===== config.mk =====
export PLATFORM = sky130hd
export DESIGN_NAME = bspt_front
export DESIGN_NICKNAME = d
export VERILOG_FILES = /design/src/bspt_pkg.sv /design/src/bspt_front.sv
export SDC_FILE = /design/constraint.sdc
export NUM_CORES = 1
export LEC_CHECK = 0
export ABC_AREA = 1
export BUFFER_PORTS_ARGS = -buffer_cell sky130_fd_sc_hd__buf_2
export CAP_MARGIN = 20
export CORE_MARGIN = 2
export CORE_UTILIZATION = 45
export DETAILED_ROUTE_END_ITERATION = 10
export PLACE_DENSITY_LB_ADDON = 0.12
export SYNTH_ARGS = -nofsm -noshare
export SYNTH_HDL_FRONTEND = slang
export SYNTH_SLANG_ARGS = --single-unit

===== constraint.sdc =====
create_clock -name clk -period 9.2 [get_ports clk]
set_clock_uncertainty 0.15 [all_clocks]
set_input_delay 0.46 -clock clk [delete_from_list [all_inputs] [get_ports clk]]
set_output_delay 0.46 -clock clk [all_outputs]
set_load 0.02 [all_outputs]

===== src/bspt_pkg.sv =====
package bspt_pkg;

	localparam int ENTRIES_DEF = 256;
	localparam int QDEPTH = 2;

	localparam logic OP_LEARN = 1'b0;
	localparam logic OP_OBSERVE = 1'b1;
	localparam logic KIND_LEARN = 1'b0;
	localparam logic KIND_LOOKUP = 1'b1;

	localparam logic [1:0] REG_ALPHA = 2'd0;
	localparam logic [1:0] REG_RSSI_REF = 2'd1;
	localparam logic [1:0] REG_HIGH_CONF = 2'd2;

	localparam logic [7:0] ALPHA_RST = 8'd64;
	localparam logic [7:0] RSSI_REF_RST = 8'hBA;
	localparam logic [7:0] HIGH_CONF_RST = 8'd3;

	localparam logic [9:0] CONF_NEW = 10'd100;
	localparam logic [9:0] CONF_STEP = 10'd10;
	localparam logic [9:0] CONF_SAT_THR = 10'd990;
	localparam logic [9:0] CONF_MAX = 10'd1000;
	localparam logic [15:0] SAMPLES_MAX = 16'hFFFF;
	localparam logic [3:0] SF_MAX = 4'd10;
	localparam logic [16:0] FACTOR_FULL = 17'd65536;
	// ceil(2^32 / 10000): weight divisor done as multiply plus one correction
	localparam logic [18:0] RECIP_W = 19'd429497;
	localparam logic [13:0] W_DIVISOR = 14'd10000;
	localparam logic [7:0] MATCH_MAX = 8'd255;

	localparam logic [6:0] PCT_HIGH = 7'd70;
	localparam logic [6:0] PCT_MID = 7'd50;
	localparam logic [6:0] PCT_LOW = 7'd30;
	localparam logic [9:0] ACC_HIGH = 10'd80;
	localparam logic [9:0] ACC_MID = 10'd200;
	localparam logic [9:0] ACC_LOW = 10'd500;
	localparam logic [7:0] MATCH_MID = 8'd2;

	typedef struct packed {
		logic [7:0] ema_alpha;
		logic signed [7:0] rssi_ref_dbm;
		logic [7:0] high_conf_matches;
	} cfg_t;

	typedef struct packed {
		logic opcode;
		logic [47:0] bssid;
		logic signed [31:0] lat_in;
		logic signed [31:0] lon_in;
		logic [7:0] origin_tag;
		logic [31:0] now_sec;
		logic signed [7:0] rssi_dbm;
		logic last_obs;
	} req_t;

	typedef struct packed {
		req_t req;
		logic [16:0] factor;
	} qitem_t;

	typedef struct packed {
		logic [47:0] key;
		logic signed [31:0] lat;
		logic signed [31:0] lon;
		logic [9:0] conf;
		logic [15:0] samples;
		logic [31:0] seen;
		logic [7:0] tag;
	} entry_t;

	typedef struct packed {
		logic result_kind;
		logic ok;
		logic signed [31:0] lat_out;
		logic signed [31:0] lon_out;
		logic [6:0] confidence_pct;
		logic [9:0] radius_m;
		logic [7:0] used_count;
		logic [31:0] estimate_time;
	} res_t;

	typedef enum logic [3:0] {
		BK_IDLE, BK_SCAN, BK_LEARN_MUL, BK_LEARN_WR, BK_INSERT,
		BK_W1, BK_W2, BK_W3, BK_W4, BK_ACC_MUL, BK_ACC_ADD,
		BK_CLOSE, BK_DIV, BK_DIV_FIN, BK_RESULT
	} back_state_t;

	// round(65536 * 2^(-r/10))
	function automatic logic [16:0] pow_rom(input logic [3:0] r);
		logic [16:0] v;
		case (r)
			4'd0: v = 17'd65536;
			4'd1: v = 17'd61147;
			4'd2: v = 17'd57052;
			4'd3: v = 17'd53232;
			4'd4: v = 17'd49667;
			4'd5: v = 17'd46341;
			4'd6: v = 17'd43238;
			4'd7: v = 17'd40342;
			4'd8: v = 17'd37641;
			4'd9: v = 17'd35120;
			default: v = 17'd0;
		endcase
		return v;
	endfunction

endpackage


===== src/bspt_front.sv =====
module bspt_front import bspt_pkg::*; (
	input logic clk,
	input logic arst_n,
	input cfg_t cfg,
	input logic in_valid,
	output logic in_ready,
	input req_t in_req,
	output logic q_valid,
	output qitem_t q_item,
	input logic q_pop
);

	qitem_t fifo_q [QDEPTH];
	logic wr_ptr_q, rd_ptr_q;
	logic [1:0] cnt_q;
	logic push;
	logic signed [8:0] d;
	logic [7:0] k;
	logic [15:0] k205;
	logic [4:0] kq;
	logic [3:0] kr;
	logic [16:0] factor;

	// Signal-level factor 2^(-k/10) in Q1.16; k div 10 via k*205 >> 11, exact for k < 1029.
	always_comb begin
		d = 9'(in_req.rssi_dbm) - 9'(cfg.rssi_ref_dbm);
		k = 8'(-d);
		k205 = 16'(k) * 16'd205;
		kq = k205[15:11];
		kr = 4'(k - 8'(kq) * 8'd10);
		if (!d[8])
			factor = FACTOR_FULL;
		else
			factor = pow_rom(kr) >> kq;
	end

	assign in_ready = (cnt_q != 2'(QDEPTH));
	assign push = in_valid && in_ready;
	assign q_valid = (cnt_q != 2'd0);
	assign q_item = fifo_q[rd_ptr_q];

	always_ff @(posedge clk) begin
		if (push) begin
			fifo_q[wr_ptr_q] <= '{req: in_req, factor: factor};
		end
	end

	always_ff @(posedge clk or negedge arst_n) begin
		if (!arst_n) begin
			wr_ptr_q <= 1'b0;
			rd_ptr_q <= 1'b0;
			cnt_q <= 2'd0;
		end else begin
			if (push)
				wr_ptr_q <= ~wr_ptr_q;
			if (q_pop && q_valid)
				rd_ptr_q <= ~rd_ptr_q;
			cnt_q <= cnt_q + 2'(push) - 2'(q_pop && q_valid);
		end
	end

endmodule


### After elaboration in Yosys (flattened, before gate mapping)

Memory sizes are Yosys's and may differ from the RTL's.
Index checks and enable logic that the tools add are counted.

| operators by class | value |
|---|---|
| shift operators | 1 |
| bitwise operators | 2 |
| reduce and logical (&&, ||, !) cells | 3 |
| add/sub/neg operators | 5 |
| equality and inequality tests | 1 |
| $mul | 2 |
| muxes and demuxes | 4 |

Operators by type and width:

| cell | count |
|---|---|
| 2-to-1 mux 17 bit | 2 |
| >> shifter 17 x 5 -> 17 bit | 1 |
| multiplier 8 x 8 -> 16 bit, second input constant | 1 |
| subtractor 8 x 8 -> 9 bit | 1 |
| negation 8 bit | 1 |
| multiplier 5 x 3 -> 3 bit, second input constant | 1 |
| subtractor 4 bit | 1 |
| adder 2 x 1 -> 2 bit | 1 |
| logical AND 1 bit | 2 |
| 2-to-1 mux 1 bit | 2 |
| != test 2 bit, second input constant | 1 |
| inverter 1 bit | 2 |
| nonzero test 2 bit | 1 |
| subtractor 2 x 1 -> 2 bit | 1 |

| word-level totals | value |
|---|---|
| bits in read-only memories | 272 |
| bits in writable memories | 358 |
| bits of input ports | 190 |
| bits in registers | 4 |
| word-level logic and storage cells | 23 |
| output and inout bits | 181 |
| memories kept | 2 |

Memory list:

| name | depth | bits a word | rd ports | clocked after Yosys merged registers in | wr ports | RTL line | source |
|---|---|---|---|---|---|---|---|
| fifo_q | 2 | 179 | 1 | 0 | 1 | bspt_front.sv:13 | `qitem_t fifo_q [QDEPTH];` |
| (no name shown) | 16 | 17 | 1 | 0 | 0 | bspt_pkg.sv:91 | `case (r)` |

### Logic depth before layout (Yosys ltp)

An unclocked memory read counts as a cell.

| logic depth | value |
|---|---|
| depth after elaboration | 9 |
| depth in mapped cells | 47 |
| depth with buffers taken out | 45 |

### Least setup slack after synthesis

OpenSTA, ideal clock, no wires.

| path | value |
|---|---|
| path kind | register to register |
| start | reg cnt_q[1] |
| end | mem fifo_q[1][0] (netlist bit), enable pin |
| clock period less this slack | 9052 ps |
| setup time | 722 ps |
| path slack | 148 ps |
| required time | 8328 ps |
| data arrival time | 8179 ps |
| cell stages (with the launch flop) | 4 |
| path buffers | 0 |
| path through | dfrtp_1 > nand2_1 > nand2_1 > nor2_1 |

| on the way | value |
|---|---|
| longest elaborated chain between the ends | 4 |

RTL lines:

| item | RTL line | source |
|---|---|---|
| start, declared | bspt_front.sv:15 | `logic [1:0] cnt_q;` |
| start signal, assigned | bspt_front.sv:58 | `cnt_q <= cnt_q + 2'(push) - 2'(q_pop && q_valid);` |
| != test 2 bit | bspt_front.sv:37 | `assign in_ready = (cnt_q != 2'(QDEPTH));` |
| net in_ready | bspt_front.sv:6 | `output logic in_ready,` |
| logical AND 1 bit | bspt_front.sv:38 | `assign push = in_valid && in_ready;` |
| 2-to-1 mux 1 bit | bspt_front.sv:43 | `if (push) begin` |
| 2-to-1 mux 1 bit (implied by the code) | bspt_front.sv:44 | `fifo_q[wr_ptr_q] <= '{req: in_req, factor: factor};` |
| end, declared | bspt_front.sv:13 |  |

The timed path passes the listed nets, and every way through them passes these cells.

### Final worst setup path

| path | value |
|---|---|
| start | in in_req[1] (netlist bit) |
| end | mem fifo_q[0][6] (netlist bit) (data pin) |

| on the way | value |
|---|---|
| longest elaborated chain between the ends | 9 |

RTL lines:

| item | RTL line | source |
|---|---|---|
| start, declared | bspt_front.sv:7 | `input req_t in_req,` |
| subtractor 8 x 8 -> 9 bit * | bspt_front.sv:26 | `d = 9'(in_req.rssi_dbm) - 9'(cfg.rssi_ref_dbm);` |
| negation 8 bit | bspt_front.sv:27 | `k = 8'(-d);` |
| multiplier 8 x 8 -> 16 bit | bspt_front.sv:28 | `k205 = 16'(k) * 16'd205;` |
| multiplier 5 x 3 -> 3 bit | bspt_front.sv:30 | `kr = 4'(k - 8'(kq) * 8'd10);` |
| subtractor 4 bit | bspt_front.sv:30 |  |
| memory read (16 x 17 bit) | -- |  |
| 2-to-1 mux 17 bit | bspt_front.sv:31 | `if (!d[8])` |
| >> shifter 17 x 5 -> 17 bit | bspt_front.sv:34 | `factor = pow_rom(kr) >> kq;` |
| 2-to-1 mux 17 bit * | bspt_front.sv:31 |  |
| net factor[6] | bspt_front.sv:22 | `logic [16:0] factor;` |

Mark *: on every way through the listed nets, which the timed path passes. The rest lies on a longest branch. The select of a mux whose other input is x is not followed.

==> Implementation_results.wiki <==
{| class="wikitable"
! Metric !! Value
|-
| Status || completed
|-
| Top cells by area, synth || sky130_fd_sc_hd__edfxtp_1 (67%), sky130_fd_sc_hd__nand2_1 (15%), sky130_fd_sc_hd__ha_1 (4.4%), sky130_fd_sc_hd__nand3_1 (2.2%), sky130_fd_sc_hd__inv_1 (1.7%)
|-
| TritonCTS clock tree || yes
|-
| Slew at the pin closest to its max-slew limit || roughly 1.1 ns
|-
| Port Buffer Count || 354
|-
| Sinks on Clock Net || 362
|-
| Final RePlAce weighted congestion || 0.856
|-
| Number of distinct library cells after synthesis || between 40 and 50
|-
| Synthesized area per cell || 11.2 um2
|-
| Sequential-to-total area share from yosys stat || 68.1%
|-
| Clock transition at the registers of the reported paths || roughly 0.060 ns
|-
| Highest net fanout along the worst path || 19
|-
| Startpoint type of the worst setup path || primary input
|-
| Number of vias in the routed layout || around 12,000
|-
| Drt via density || between 4 and 5
|-
| Vias in the first global route || 11,200
|-
| Synth Net Count || 1,675
|-
| Worst-Skew Late Latency || 0.53 ns
|-
| Time the final worst path needs with I/O delays and setup || 8.45 ns
|-
| Path category of the worst min-delay check || in2reg
|-
| Number of cell instances on the worst register-to-register path || 5
|-
| Worst-case hold path end point || wr_ptr_q$_DFFE_PN0P_
|-
| Highest cell delay on the worst timing path || 0.60 ns
|-
| Synthesized cell area || 15,900 um2
|-
| RR Endpoint || fifo_q[1][163]$_DFFE_PP_
|-
| Beginning of the worst register-to-register path || cnt_q[1]$_DFF_PN0_
|-
| Residual antenna-violating net count after detailed routing || 0
|-
| Proportion of netlist area held by the largest area contributor || between 60% and 70%
|-
| Share of post-route cells with drive strength above 1 || 23.4%
|-
| Leading cell type in the layout, fill and taps excluded || sky130_fd_sc_hd__nand2_1
|-
| Setup TNS after final layout || 0 ns
|-
| FF-to-FF setup slack || 6.23 ns
|-
| HP Start || in_valid
|-
| Worst-case headroom to the max-slew limit || 29.6%
|-
| WL/cell || 15.8 um
|-
| Effective utilization at floorplan || 45.9%
|-
| Fin nets || roughly 2,200
|-
| Most area-hungry cell type in the Yosys netlist || sky130_fd_sc_hd__edfxtp_1
|-
| Number of placed instances, taps included || 2,186
|-
| Setup bufs post-CTS || 0
|-
| DRC violation total after the first TritonRoute iteration || 723
|-
| Peak Freq || roughly 120 MHz
|-
| Global-route wire length before repair || a little under 60,000 um
|-
| Htree depth || 2
|-
| I/O pin count || about 370
|-
| Capturing element type of the critical path || flop
|-
| Number of standard-cell rows in the floorplan || 68
|-
| Pin count of the biggest net entering global routing || between 150 and 200
|-
| GRT Resource Usage Total || 20.3%
|-
| Number of clock buffers inserted by TritonCTS || 39
|-
| Chip height || 192 um
|-
| Antenna violations before repair || 0
|-
| Final HPWL DP || approximately 25,000 um
|-
| Most repeated library cell on the critical path || sky130_fd_sc_hd__inv_1
|-
| Count of state elements after synthesis || 362
|-
| Final-report max-slew violation count || 0
|-
| Grt ovf || 0
|-
| Clk buf depth || 3
|-
| WHS || 0.0354 ns
|-
| Post-cts gate resize count || 0
|-
| Type of the worst setup path || in2reg
|-
| Number of cells on the worst hold path || 3
|-
| Endpoints failing hold || 0
|-
| Commonest non-fill, non-tap cells in the layout || sky130_fd_sc_hd__nand2_1 (656), sky130_fd_sc_hd__edfxtp_1 (358), sky130_fd_sc_hd__buf_2 (354)
|-
| Total length of routed wires || 38,200 um
|-
| Arrival time of data at the critical path endpoint || 8.62 ns
|-
| Required time reported for the critical path endpoint || roughly 9.4 ns
|-
| Filler-free cell count of the finished design || 2,419
|-
| Horizontal die dimension || about 190 um
|-
| Root buf cell || sky130_fd_sc_hd__clkbuf_16
|-
| Critical Path Slowest Stage Cell || sky130_fd_sc_hd__fa_1
|-
| # Max-Cap Violations || 0
|-
| Hold buffers post-CTS || roughly 160
|-
| Area Overhead vs Synth || 31.6%
|-
| Detailed-routing iteration count for the pre-antenna-repair pass || 5
|-
| Gate Count Post-Synth || 1,418
|-
| Residual DRC count || 0
|-
| Post-route fraction of the period consumed by the critical path || 91.8%
|-
| Synthesis Warnings || 0
|-
| RSZ-0062 raised after global routing || no
|-
| Die outline area || 36,900 um2
|-
| Final setup violation count || 0
|-
| Area inside the core boundary || 34,700 um2
|}
==> routing by layer <==
metal,wire (um),vias up,global-route usage [%]
li1,-,5777,-
met1,15400,5385,24.1
met2,19200,293,35.4
met3,2310,65,4.22
met4,1350,0,8.87
met5,0,-,0
==> synthesized netlist by cell type (all sizes together) <==
master	count
clkbuf	41
nand3	73
xor2	9
or2	2
xnor2	8
clkinv	1
nand2	672
o21ai	18
and3	1
edfxtp	358
a21oi	17
o21bai	4
and2	1
nand4	6
nand3b	3
a22oi	1
fa	11
inv	83
nor2	34
ha	56
dfrtp	4
a21o	2
nor3	1
buf	10
a31o	1
xnor3	1
==> registers in the layout (all words and copies together) (netlist names) <==
signal    count
rd_ptr_q      1
cnt_q         2
wr_ptr_q      1
fifo_q      358
==> worst max-delay path, delay by kind of cell <==
family,cells,cell delay (ns)
simple gates,11,1.57
xor+xnor,2,0.41
compound gates,9,1.26
buf+inv,10,1.47
fa+ha+maj,8,3.42
==> stage by stage <==
step | setup slack (ns) | util (%) | area [um2]
4_1_cts | 0.803 | 60.4 | 21000
5_1_grt | 0.125 | 60.4 | 21000
2_1_floorplan | 0.148 | - | 15900
3_5_place_dp | 0.793 | 52.4 | 18200
3_3_place_gp | 0.867 | 52.4 | 18200
6_report | 0.754 | 60.4 | 21000
==> cells by family after synthesis <==
| family | share of synthesized area (%) |
|---|---|
| and+or+nand+nor | 20.1 |
| DFF | 68.1 |
| xor gates and xnor gates | 1.12 |
| adders and majority gates | 5.78 |
| AOI/OAI and AO/OA | 1.62 |
| buffers and inverters | 3.30 |
==> area by class of cell <==
| type | instances | area [um2] |
|---|---|---|
| Antenna cell | 2 | 5.00 |
| Timing Repair Buffer | 527 | 3490 |
| Inverter | 84 | 320 |
| Multi-Input combinational cell | 921 | 4580 |
| Tap cell | 455 | 569 |
| Fill cell | 2898 | 13700 |
| Sequential cell | 362 | 10900 |
| Clock inverter | 23 | 158 |
| Clock buffer | 45 | 998 |
==> how the worst max path moves through the flow <==
stage / slack (ns) / start / cells after the start / end
2_1_floorplan: 0.15 / cnt_q[1]$_DFF_PN0_ / 3 / fifo_q[1][0]$_DFFE_PP_
3_3_place_gp: 0.87 / in_req[1] / 41 / fifo_q[0][7]$_DFFE_PP_
3_5_place_dp: 0.79 / in_req[1] / 38 / fifo_q[1][5]$_DFFE_PP_
4_1_cts: 0.80 / in_req[1] / 39 / fifo_q[0][5]$_DFFE_PP_
5_1_grt: 0.12 / in_req[1] / 43 / fifo_q[1][5]$_DFFE_PP_
6_report: 0.75 / in_req[1] / 40 / fifo_q[0][6]$_DFFE_PP_
Power is not shown: default switching activity piles up to over one toggle a cycle in this logic, so the estimate is an artifact.
